`src/design/utf8e_pkg.sv`:
```
// utf8e_pkg: shared constants, request types and encoding helpers for the
// utf16 to utf8 encoder; depends on nothing
package utf8e_pkg;

  localparam int UNIT_W      = 16;
  localparam int BYTE_W      = 8;
  localparam int MAX_BYTES   = 6;
  localparam int CNT_W       = 3;
  localparam int QUEUE_DEPTH = 2;

  // utf-8 range limits and marker bits
  localparam logic [UNIT_W-1:0] LIMIT_ONE = 16'h0080;
  localparam logic [UNIT_W-1:0] LIMIT_TWO = 16'h0800;
  localparam logic [BYTE_W-1:0] CONT_MARK = 8'h80;
  localparam logic [BYTE_W-1:0] LEAD_TWO  = 8'hC0;
  localparam logic [BYTE_W-1:0] LEAD_THR  = 8'hE0;
  localparam logic [BYTE_W-1:0] LEAD_FOUR = 8'hF0;
  localparam logic [5:0]        HIGH_TAG  = 6'b110110;
  localparam logic [5:0]        LOW_TAG   = 6'b110111;
  localparam logic [20:0]       SUPP_BASE = 21'h10000;

  typedef logic [BYTE_W-1:0] byte_t;

  // one request: the bytes one input item causes, lowest index goes first
  typedef struct packed {
    logic [MAX_BYTES-1:0][BYTE_W-1:0] bytes;
    logic [CNT_W-1:0]                 cnt;
  } job_t;

  // byte count of a lone unit
  function automatic logic [1:0] unit_len(input logic [UNIT_W-1:0] u);
    logic [1:0] n;
    if (u < LIMIT_ONE) begin
      n = 2'd1;
    end else if (u < LIMIT_TWO) begin
      n = 2'd2;
    end else begin
      n = 2'd3;
    end
    return n;
  endfunction

  // bytes of a lone unit, element 0 first
  function automatic logic [2:0][BYTE_W-1:0] unit_bytes(input logic [UNIT_W-1:0] u);
    logic [2:0][BYTE_W-1:0] b;
    b = '0;
    if (u < LIMIT_ONE) begin
      b[0] = u[7:0];
    end else if (u < LIMIT_TWO) begin
      b[0] = LEAD_TWO | {3'b000, u[10:6]};
      b[1] = CONT_MARK | {2'b00, u[5:0]};
    end else begin
      b[0] = LEAD_THR | {4'b0000, u[15:12]};
      b[1] = CONT_MARK | {2'b00, u[11:6]};
      b[2] = CONT_MARK | {2'b00, u[5:0]};
    end
    return b;
  endfunction

  // four bytes of a supplementary code point
  function automatic logic [3:0][BYTE_W-1:0] pair_bytes(input logic [20:0] cp);
    logic [3:0][BYTE_W-1:0] b;
    b[0] = LEAD_FOUR | {5'b00000, cp[20:18]};
    b[1] = CONT_MARK | {2'b00, cp[17:12]};
    b[2] = CONT_MARK | {2'b00, cp[11:6]};
    b[3] = CONT_MARK | {2'b00, cp[5:0]};
    return b;
  endfunction

endpackage

```
`src/design/utf8e_front.sv`:
```
// utf8e_front: accepts code units, tracks the held high surrogate and builds
// one byte request per item; depends on utf8e_pkg
module utf8e_front (
  input  logic                             clk,
  input  logic                             rst_n,
  input  logic                             in_valid,
  output logic                             in_ready,
  input  logic [utf8e_pkg::UNIT_W-1:0]     in_code_unit,
  input  logic                             in_end_of_string,
  input  logic                             q_full,
  output logic                             q_push,
  output utf8e_pkg::job_t                  q_job
);

  logic       held_valid_r, held_valid_nxt;
  logic [9:0] held_unit_r, held_unit_nxt;
  logic       accept, is_high, is_low, flush, emit_new;
  logic [20:0] cp;
  logic [3:0][utf8e_pkg::BYTE_W-1:0] pb;
  logic [2:0][utf8e_pkg::BYTE_W-1:0] hb, nb;
  logic [1:0] new_len;

  assign in_ready = !q_full;
  assign accept   = in_valid && in_ready;

  // classify the unit
  assign is_high  = (in_code_unit[15:10] == utf8e_pkg::HIGH_TAG);
  assign is_low   = (in_code_unit[15:10] == utf8e_pkg::LOW_TAG);
  assign cp       = utf8e_pkg::SUPP_BASE + {1'b0, held_unit_r, in_code_unit[9:0]};
  assign pb       = utf8e_pkg::pair_bytes(cp);
  assign hb       = utf8e_pkg::unit_bytes({utf8e_pkg::HIGH_TAG, held_unit_r});
  assign nb       = utf8e_pkg::unit_bytes(in_code_unit);
  assign new_len  = utf8e_pkg::unit_len(in_code_unit);
  assign flush    = held_valid_r && !is_low;
  assign emit_new = !(is_high && !in_end_of_string);

  // build the request and next surrogate state
  always_comb begin
    q_job          = '0;
    held_valid_nxt = held_valid_r;
    held_unit_nxt  = held_unit_r;
    if (held_valid_r && is_low) begin
      q_job.bytes[3:0] = pb;
      q_job.cnt        = 3'd4;
      held_valid_nxt   = 1'b0;
      held_unit_nxt    = '0;
    end else begin
      if (flush) begin
        q_job.bytes[2:0] = hb;
        q_job.cnt        = 3'd3;
        held_valid_nxt   = 1'b0;
        held_unit_nxt    = '0;
      end
      if (emit_new) begin
        if (flush) begin
          q_job.bytes[5:3] = nb;
          q_job.cnt        = 3'd3 + {1'b0, new_len};
        end else begin
          q_job.bytes[2:0] = nb;
          q_job.cnt        = {1'b0, new_len};
        end
      end else begin
        held_valid_nxt = 1'b1;
        held_unit_nxt  = in_code_unit[9:0];
      end
    end
  end

  // a held high surrogate alone causes no bytes
  assign q_push = accept && (q_job.cnt != '0);

  // surrogate state
  always_ff @(posedge clk) begin
    if (!rst_n) begin
      held_valid_r <= 1'b0;
      held_unit_r  <= '0;
    end else if (accept) begin
      held_valid_r <= held_valid_nxt;
      held_unit_r  <= held_unit_nxt;
    end
  end

endmodule

```
`src/design/utf8e_queue.sv`:
```
// utf8e_queue: short request queue between front and back
// depends on utf8e_pkg
module utf8e_queue #(
  parameter int DEPTH = utf8e_pkg::QUEUE_DEPTH
) (
  input  logic            clk,
  input  logic            rst_n,
  input  logic            push,
  input  utf8e_pkg::job_t push_job,
  input  logic            pop,
  output logic            full,
  output logic            head_valid,
  output utf8e_pkg::job_t head_job
);

  localparam int PTR_W = (DEPTH > 1) ? $clog2(DEPTH) : 1;
  localparam int CNT_W = $clog2(DEPTH + 1);

  utf8e_pkg::job_t  store_r [DEPTH];
  logic [PTR_W-1:0] wr_ptr_r, wr_ptr_nxt, rd_ptr_r, rd_ptr_nxt;
  logic [CNT_W-1:0] count_r, count_nxt;

  assign full       = (count_r == CNT_W'(DEPTH));
  assign head_valid = (count_r != '0);
  assign head_job   = store_r[rd_ptr_r];

  // pointer wrap and occupancy
  always_comb begin
    wr_ptr_nxt = wr_ptr_r;
    rd_ptr_nxt = rd_ptr_r;
    count_nxt  = count_r;
    if (push) begin
      wr_ptr_nxt = (wr_ptr_r == PTR_W'(DEPTH - 1)) ? '0 : wr_ptr_r + 1'b1;
    end
    if (pop) begin
      rd_ptr_nxt = (rd_ptr_r == PTR_W'(DEPTH - 1)) ? '0 : rd_ptr_r + 1'b1;
    end
    if (push && !pop) begin
      count_nxt = count_r + 1'b1;
    end else if (pop && !push) begin
      count_nxt = count_r - 1'b1;
    end
  end

  always_ff @(posedge clk) begin
    if (!rst_n) begin
      wr_ptr_r <= '0;
      rd_ptr_r <= '0;
      count_r  <= '0;
    end else begin
      wr_ptr_r <= wr_ptr_nxt;
      rd_ptr_r <= rd_ptr_nxt;
      count_r  <= count_nxt;
    end
  end

  // entry storage, no reset needed
  always_ff @(posedge clk) begin
    if (push) begin
      store_r[wr_ptr_r] <= push_job;
    end
  end

endmodule

```
`src/design/utf8e_back.sv`:
```
// utf8e_back: walks the head request into the output register one byte a cycle
// while out_ready allows it; depends on utf8e_pkg
module utf8e_back (
  input  logic                           clk,
  input  logic                           rst_n,
  input  logic                           head_valid,
  input  utf8e_pkg::job_t                head_job,
  output logic                           pop,
  output logic                           out_valid,
  input  logic                           out_ready,
  output logic [utf8e_pkg::BYTE_W-1:0]   out_byte,
  output logic                           out_last_of_run
);

  logic [utf8e_pkg::CNT_W-1:0]  idx_r, idx_nxt;
  logic                         out_valid_r, out_valid_nxt;
  logic [utf8e_pkg::BYTE_W-1:0] out_byte_r;
  logic                         out_last_r;
  logic                         load, last;

  assign load = head_valid && (!out_valid_r || out_ready);
  assign last = (idx_r == head_job.cnt - 1'b1);
  assign pop  = load && last;

  // byte index and output occupancy
  always_comb begin
    idx_nxt       = idx_r;
    out_valid_nxt = out_valid_r;
    if (load) begin
      idx_nxt       = last ? '0 : idx_r + 1'b1;
      out_valid_nxt = 1'b1;
    end else if (out_ready) begin
      out_valid_nxt = 1'b0;
    end
  end

  always_ff @(posedge clk) begin
    if (!rst_n) begin
      idx_r       <= '0;
      out_valid_r <= 1'b0;
    end else begin
      idx_r       <= idx_nxt;
      out_valid_r <= out_valid_nxt;
    end
  end

  // output payload
  always_ff @(posedge clk) begin
    if (load) begin
      out_byte_r <= head_job.bytes[idx_r];
      out_last_r <= last;
    end
  end

  assign out_valid       = out_valid_r;
  assign out_byte        = out_byte_r;
  assign out_last_of_run = out_last_r;

endmodule

```
`src/design/utf16_to_utf8_encoder.sv`:
```
// utf16_to_utf8_encoder: top level, front classifier, request queue and byte
// serializer; depends on utf8e_pkg, utf8e_front, utf8e_queue, utf8e_back
//
//   channel | direction | ports
//   --------+-----------+-----------------------------------------------
//   input   | in        | in_valid/in_ready, in_code_unit, in_end_of_string
//   result  | out       | out_valid/out_ready, out_byte, out_last_of_run
//
// one byte leaves per cycle while out is not stalled; an item gives 1 to 3 bytes
// for a lone unit, 4 for a pair, up to 6 when a held surrogate flushes and 0
// for a held high surrogate. from accept to first byte with an empty queue, a
// request passes the queue entry and then the output register.
// reset clears the held surrogate, the queue and the output valid bit.
// the front keeps accepting while the queue has room, even when out is stalled.
module utf16_to_utf8_encoder #(
  parameter int QUEUE_DEPTH = utf8e_pkg::QUEUE_DEPTH
) (
  input  logic                           clk,
  input  logic                           rst_n,
  input  logic                           in_valid,
  output logic                           in_ready,
  input  logic [utf8e_pkg::UNIT_W-1:0]   in_code_unit,
  input  logic                           in_end_of_string,
  output logic                           out_valid,
  input  logic                           out_ready,
  output logic [utf8e_pkg::BYTE_W-1:0]   out_byte,
  output logic                           out_last_of_run
);

  logic            q_full, q_push, q_pop, q_head_valid;
  utf8e_pkg::job_t q_job, q_head;

  utf8e_front u_front (
    .clk              (clk),
    .rst_n            (rst_n),
    .in_valid         (in_valid),
    .in_ready         (in_ready),
    .in_code_unit     (in_code_unit),
    .in_end_of_string (in_end_of_string),
    .q_full           (q_full),
    .q_push           (q_push),
    .q_job            (q_job)
  );

  utf8e_queue #(
    .DEPTH (QUEUE_DEPTH)
  ) u_queue (
    .clk        (clk),
    .rst_n      (rst_n),
    .push       (q_push),
    .push_job   (q_job),
    .pop        (q_pop),
    .full       (q_full),
    .head_valid (q_head_valid),
    .head_job   (q_head)
  );

  utf8e_back u_back (
    .clk             (clk),
    .rst_n           (rst_n),
    .head_valid      (q_head_valid),
    .head_job        (q_head),
    .pop             (q_pop),
    .out_valid       (out_valid),
    .out_ready       (out_ready),
    .out_byte        (out_byte),
    .out_last_of_run (out_last_of_run)
  );

endmodule

```
`config.mk`:
```
export PLATFORM = sky130hd
export DESIGN_NAME = utf16_to_utf8_encoder
export DESIGN_NICKNAME = d
export VERILOG_FILES = /design/src/design/utf8e_pkg.sv /design/src/design/utf8e_front.sv /design/src/design/utf8e_queue.sv /design/src/design/utf8e_back.sv /design/src/design/utf16_to_utf8_encoder.sv
export SDC_FILE = /design/constraint.sdc
export NUM_CORES = 1
export LEC_CHECK = 0
export BUFFER_PORTS_ARGS = -buffer_cell sky130_fd_sc_hd__buf_2
export CAP_MARGIN = 20
export CORE_ASPECT_RATIO = 0.9
export CORE_UTILIZATION = 55
export DETAILED_ROUTE_END_ITERATION = 12
export PLACE_DENSITY = 0.85
export SYNTH_ARGS = -nofsm -noshare
export SYNTH_HDL_FRONTEND = slang
export SYNTH_SLANG_ARGS = --single-unit
```
`constraint.sdc`:
```
create_clock -name clk -period 4.4 [get_ports clk]
set_input_delay 0.88 -clock clk [delete_from_list [all_inputs] [get_ports clk]]
set_output_delay 0.88 -clock clk [all_outputs]
set_load 0.005 [all_outputs]
```
==> summary.txt, run 1 <==
Status
  • Run status: completed

Floorplan
  • Die Span Y: 96.9 um
  • Initial Util: 56.7%
  • Core area: a little under 10000 um^2
  • Row Count: 34
  • Die footprint: 10400 um^2
  • I/O pins: 32
  • Die Wd: 107 um

Timing
  • Worst-margin pin slew: 0.813 ns
  • Tcrit/Tclk final: 71.0%
  • Pins Over Slew Limit: 0
  • Slack of the critical path: 1.28 ns
  • FMAX: around 320 MHz
  • TNS Setup: 0 ns
  • Crit path time final: 3.12 ns
  • Worst slew margin: 45.6%
  • Setup-failing EPs final: 0
  • Setup Skew: about 0.0037 ns
  • Unrepaired setup endpoints after global routing: no
  • Final hold viol count: 0

Pwr
  • Power per cell area: 554 nW/um^2
  • Peak supply drop: 254 uV
  • Pleak: between 0.002 and 0.0025 uW

Place
  • DP Cell Count: roughly 500
  • Port Buf Inserts: 31
  • Placed Instance Area: 5750 um^2
  • Place WS: 1.12 ns
  • Dpl hpwl: roughly 8000 um
  • Gpl congestion: 0.897

Critical path
  • Crit path max fanout: 19
  • CP Launch Type: register
  • CP arrival: 3.58 ns
  • Crit end category: register
  • Crit path kind: reg -> reg
  • Worst Path Required: 4.86 ns

Logic synthesis
  • Ys Warns: 0
  • FFs w/ async S/R, synth: 0%
  • Syn_area_per_cell: around 15 um^2
  • Main synth FF type: edfxtp_1
  • Seq/Total Area, Yosys: 63.5%
  • Synth Cell Area: 5500 um^2
  • EDFF count, synth: 103
  • Synth top area share: a little under three fifths
  • Post-Synthesis Net Count: 391
  • Seq cells post-synth: 123
  • Cell taking the most area after synthesis: edfxtp_1
  • Area contributors post-synth: edfxtp_1 (56%), mux4_2 (8.6%), dfxtp_1 (7.3%)
  • Yosys cell types: 54
  • Gate Count Post-Synth: approximately 370

Clock tree
  • H-tree depth: 4
  • Post-CTS Resized: 0
  • CTS root buf: clkbuf_8
  • CTS tree: built
  • Clk_lat worst skew: 0.52 ns
  • TritonCTS buffer count: 17
  • Clock Pin Slew Worst Setup and Hold Paths: around 0.06 ns
  • Clock sinks: approximately 120
  • CTS Hold Bufs: 0
  • Clock tree buffer depth: 2
  • Post-CTS Repair Setup Buffers: 0

Detailed routing
  • Antenna-violating nets left: 0
  • DR WL/cell: 24.5 um
  • Via density: 6.63
  • DRT Wirelength: 13200 um
  • Initial drt markers: 570
  • DR DRC count: 0
  • Via count: 3585
  • TritonRoute pass-1 iters: 6

Flow run
  • Max cap viols: 0

GRT
  • Grt total ovfl: 0
  • GR met3 Demand/Resource: between 6 and 7%
  • Antenna violations before repair: 1
  • GRT Resource Usage Total: approximately 27%
  • GRT busiest layer: met2
  • Global-route wire length before repair: 20400 um
  • Largest net degree at the start of global routing: 48
  • Number of global-route vias before repair: 3637
  • Met1 Use GR: 34.9%
  • Grt met2 use: 44.8%

Finish
  • Finished Layout Cells: 541
  • Final nets: roughly 430
  • Register area: 3490 um^2
  • Multi-input logic area: 1860 um^2
  • # fillers: 650
  • Share of cells above drive strength 1: 25.6%
  • Fin area: 6330 um^2
  • Area delta synth->final: 15.2%

Hold path
  • Class of the worst hold path: reg -> reg
[stage by stage]
| step | hold WS (ns) | power (uW) | util (%) |
|---|---|---|---|
| 2_1_floorplan | 0.451 | 1940 | - |
| 3_3_place_gp | 0.465 | 2110 | 59.2 |
| 3_5_place_dp | 0.485 | 2140 | 59.2 |
| 4_1_cts | 0.498 | 3510 | 65.3 |
| 5_1_grt | 0.523 | 3620 | 65.3 |
| 6_report | 0.503 | 3510 | 65.3 |
[cell type report]
cell class                 instances  area share, %
sequential                       123           55.2
multi-input combinational        212           29.3
clock buffer                      17           6.54
timing repair buffer              37           3.16
clock inverter                    15           2.73
tap                              126           2.49
inverter                          10          0.593
antenna                            1         0.0395
[power breakdown]
| group | internal (uW) | total [uW] | switching (uW) |
|---|---|---|---|
| logic | 242 | 575 | 333 |
| clock network | 861 | 1380 | 517 |
| registers | 1480 | 1550 | 73.8 |
[synthesized netlist by cell type, types with 5 or more instances]
cell	count
nor2_1	19
o2bb2ai_1	5
and2_1	10
mux2i_1	23
nand3_1	5
mux4_2	21
o22ai_1	15
a22o_1	10
clkbuf_1	8
dfxtp_1	20
nand2b_1	6
xor2_1	6
a221o_1	6
o21ai_0	7
nor3_1	5
edfxtp_1	103
and3_1	8
a21oi_1	11
buf_2	7
nand2_1	10
inv_1	9
[cell usage in the layout (no fill, tap or decap), drive strengths merged, types with 13 or more instances in the layout]
master / n
edfxtp: 103
buf: 37
mux2i: 23
mux4: 21
nor2: 20
dfxtp: 20
clkbuf: 17
o22ai: 15
a21oi: 13
and2: 13
[final timing paths]
path / startpoint / end / slack (ns) / cells past startpoint
setup / recovery: register / u_queue.count_r[1] / 1.28 / 10
hold / removal: u_front.held_unit_r[5] / u_front.held_unit_r[5] / 0.50 / 1
setup reg to reg: register / u_queue.count_r[1] / 1.28 / 10
hold reg to reg: u_front.held_unit_r[5] / u_front.held_unit_r[5] / 0.50 / 1
[registers in the layout, indices dropped and copies added (netlist names), named ones only]
| register | flops |
|---|---|
| u_back.idx_r | 3 |
| u_back.out_byte | 8 |
| u_back.out_last_of_run | 1 |
| u_back.out_valid | 1 |
| u_front.held_unit_r | 10 |
| u_front.held_valid_r | 1 |
| u_queue.count_r | 2 |
| u_queue.rd_ptr_r | 1 |
| u_queue.store_r | 94 |
| u_queue.wr_ptr_r | 1 |
[layer usage]
metal  vias up  wire (um)
met5         -          0
met4         0        450
met3        51       1280
met2       260       6660
met1      1746       4850
li1       1528          -
[worst max-delay path, cell delays in order, from the launching register on]
cell     delay (ns)
dfxtp_2        0.50
buf_4          0.42
mux2i_1        0.23
ha_1           0.18
xor2_1         0.19
xnor2_1        0.14
nor4b_4        0.47
inv_1          0.09
ha_1           0.33
or3_1          0.36
a21oi_1        0.14
[cells by family (layout without fill, tap and decap cells)]
| kind of cell | Yosys count | after routing | synth area share (%) |
|---|---|---|---|
| mux | 46 | 46 | 13.2 |
| fa+ha+maj | 4 | 4 | 0.910 |
| buf+inv | 31 | 79 | 2.89 |
| other cells | 0 | 1 | 0 |
| xor+xnor | 10 | 10 | 1.59 |
| flops | 123 | 123 | 63.5 |
| compound gates | 72 | 72 | 9.60 |
| simple gates | 80 | 80 | 8.28 |
(Power assumes the default switching activity.)
==> inputs of run 2 (changes only) <==
CORE_UTILIZATION = 60   (was 55)
PLACE_DENSITY = 0.88   (was 0.85)
clock period = 3.3 ns   (was 4.4 ns; I/O delays follow)
==> run 2 against run 1 <==
Clock power increased by 35%. Die area decreased by 8.2%. Routed wire length decreased by 5.5%. Count of clock-buffer cells in the layout unchanged. Utilization increased by 7.9 points. Non-clock buffer count increased by 5. Total power increased by 35%. Critical path type unchanged. Worst setup slack got worse by 0.67 ns. Largest cell class unchanged.
==> summary.txt, run 2 (synthesized netlist as in run 1, its figures left out) <==
GRT
  • Antenna violations before repair: 0 (-1)
  • Grt met2 use: 43.4% (-1.3 points)
  • GRT Resource Usage Total: 29.0% (+1.5 points)
  • Global-route wire length before repair: 19100 um (-6.2%)
  • Met1 Use GR: 39.6% (+4.8 points)
  • GRT busiest layer: met2
  • Number of global-route vias before repair: 3422 (-5.9%)
  • Grt total ovfl: 0 (unchanged)
  • Largest net degree at the start of global routing: 48 (unchanged)
  • GR met3 Demand/Resource: 9.96% (+3.5 points)

Clock tree
  • CTS root buf: clkbuf_8
  • Clk_lat worst skew: 0.52 ns (about the same)
  • Post-CTS Repair Setup Buffers: 0 (unchanged)
  • Clock Pin Slew Worst Setup and Hold Paths: 0.06 ns (about the same)
  • TritonCTS buffer count: 17 (unchanged)
  • CTS Hold Bufs: 0 (unchanged)
  • Clock tree buffer depth: 2 (unchanged)
  • Post-CTS Resized: 0 (unchanged)
  • Clock sinks: 123 (unchanged)
  • CTS tree: built
  • H-tree depth: 4 (unchanged)

Detailed routing
  • Via count: 3639 (+1.5%)
  • Via density: 6.76 (+2.1%)
  • DR DRC count: 0 (unchanged)
  • DRT Wirelength: 12500 um (-5.5%)
  • Antenna-violating nets left: 0 (unchanged)
  • TritonRoute pass-1 iters: 6 (unchanged)
  • Initial drt markers: 436 (-24%)
  • DR WL/cell: 23.3 um (-4.9%)

Timing
  • Worst-margin pin slew: 0.784 ns (-0.0283 ns)
  • FMAX: 371 MHz (+16%)
  • Slack of the critical path: 0.608 ns (-0.667 ns)
  • Min Hold Slack: 0.463 ns (-0.0399 ns)
  • Crit path time final: 2.69 ns (-0.433 ns)
  • Final hold viol count: 0 (unchanged)
  • TNS Setup: 0 ns (unchanged)
  • Worst slew margin: 47.5% (+1.9 points)
  • Tcrit/Tclk final: 81.6% (+11 points)
  • Setup-failing EPs final: 0 (unchanged)
  • Pins Over Slew Limit: 0 (unchanged)
  • Unrepaired setup endpoints after global routing: no
  • Setup Skew: 0.00953 ns (+0.00580 ns)

Floorplan
  • Die Wd: 103 um (-4.2%)
  • Core area: 8730 um^2 (-10%)
  • Initial Util: 63.0% (+6.3 points)
  • Die Span Y: 92.8 um (-4.2%)
  • Die footprint: 9550 um^2 (-8.2%)
  • I/O pins: 32 (unchanged)
  • Row Count: 32 (-5.9%)

Finish
  • Multi-input logic area: 1860 um^2 (unchanged)
  • Diode count: 0 (-1)
  • Commonest cells after routing, fill and taps aside: edfxtp_1 (103), buf_2 (31), mux2i_1 (23)
  • Most flop-heavy register: u_queue.store_r
  • # fillers: 560 (-14%)
  • Share of cells above drive strength 1: 26.5% (+0.89 points)
  • Max reg flops: 94 (unchanged)
  • Area delta synth->final: 16.2%
  • Most common cell after layout, fill and taps aside: edfxtp_1
  • Register area: 3490 um^2 (about the same)
  • Final nets: 431 (+1.2%)

Hold path
  • Hold depth: 2 (+1)
  • Class of the worst hold path: in -> reg
  • Hold Crit Start: in_code_unit[6]
  • Worst Hold Path EP: u_front.held_unit_r[6]

Critical path
  • Crit end category: register
  • CP Launch Type: register
  • CP arrival: 3.14 ns (-0.44 ns)
  • Worst flop-to-flop path endpoint: u_queue.count_r[1]
  • Worst Path Required: 3.75 ns (-1.11 ns)
  • R2R depth: 9 (-1)
  • Crit path max fanout: 4 (-15)
  • Crit path kind: reg -> reg
  • R2R Setup Slk: 0.61 ns (-0.67 ns)

Pwr
  • Peak supply drop: 447 uV (+76%)
  • Final Power: 4720 uW (+35%)
  • Power per cell area: 738 nW/um^2 (+33%)
  • Pleak: 0.00226 uW (+1.4%)

Place
  • Port Buf Inserts: 31 (unchanged)
  • Place WS: 0.650 ns (-0.468 ns)
  • Gpl congestion: 0.950 (+5.9%)
  • Dpl hpwl: 8370 um (+2.1%)

Flow run
  • Max cap viols: 0 (unchanged)

Status
  • Run status: completed
-- run 2: area by class of cell --
| type | count | share of cell area [%] |
|---|---|---|
| inverter | 10 | 0.587 |
| sequential | 123 | 54.6 |
| clock inverter | 15 | 2.82 |
| timing repair buffer | 42 | 4.11 |
| clock buffer | 17 | 6.48 |
| tap | 119 | 2.33 |
| multi-input combinational | 212 | 29.0 |
-- run 2: through the flow --
stage | util [%] | instances | cell area, um^2
2_1_floorplan | - | 366 | 5500
3_3_place_gp | 66.4 | 506 | 5800
3_5_place_dp | 66.4 | 506 | 5800
4_1_cts | 73.2 | 538 | 6390
5_1_grt | 73.2 | 538 | 6390
6_report | 73.2 | 538 | 6390
-- run 2: metal layers --
metal / part of all wire (%) / vias up
met5: 0 / -
met4: 2.4 / 0
met3: 12 / 50
met2: 47 / 315
met1: 38 / 1738
li1: - / 1536
-- run 2: worst max-delay path: stages, from the launching register on --
cell     delay, ns
dfxtp_1       0.43
mux2i_1       0.30
ha_1          0.22
xor2_1        0.20
xnor2_1       0.15
nor4b_4       0.41
inv_1         0.09
ha_1          0.32
or3_1         0.35
a21oi_1       0.15
-- run 2: report_power, final --
group          total, uW  switching, uW  internal (uW)
logic                809            462            347
registers           2050           84.8           1970
clock network       1860            749           1110
total               4720           1300           3420
-- run 2: how the worst max path moves through the flow --
| stage | from | end | slack [ns] | cells past startpoint |
|---|---|---|---|---|
| after global routing | register | u_queue.count_r[1] | 0.43 | 9 |
| final | register | u_queue.count_r[1] | 0.61 | 9 |
| after global placement | in_code_unit[13] | u_queue.store_r[0][23] | 0.73 | 5 |
| after CTS | register | u_queue.count_r[1] | 0.61 | 9 |
| after floorplan | in_code_unit[14] | u_queue.store_r[0][0] | 0.12 | 6 |
| after detailed placement | register | u_queue.count_r[1] | 0.65 | 9 |
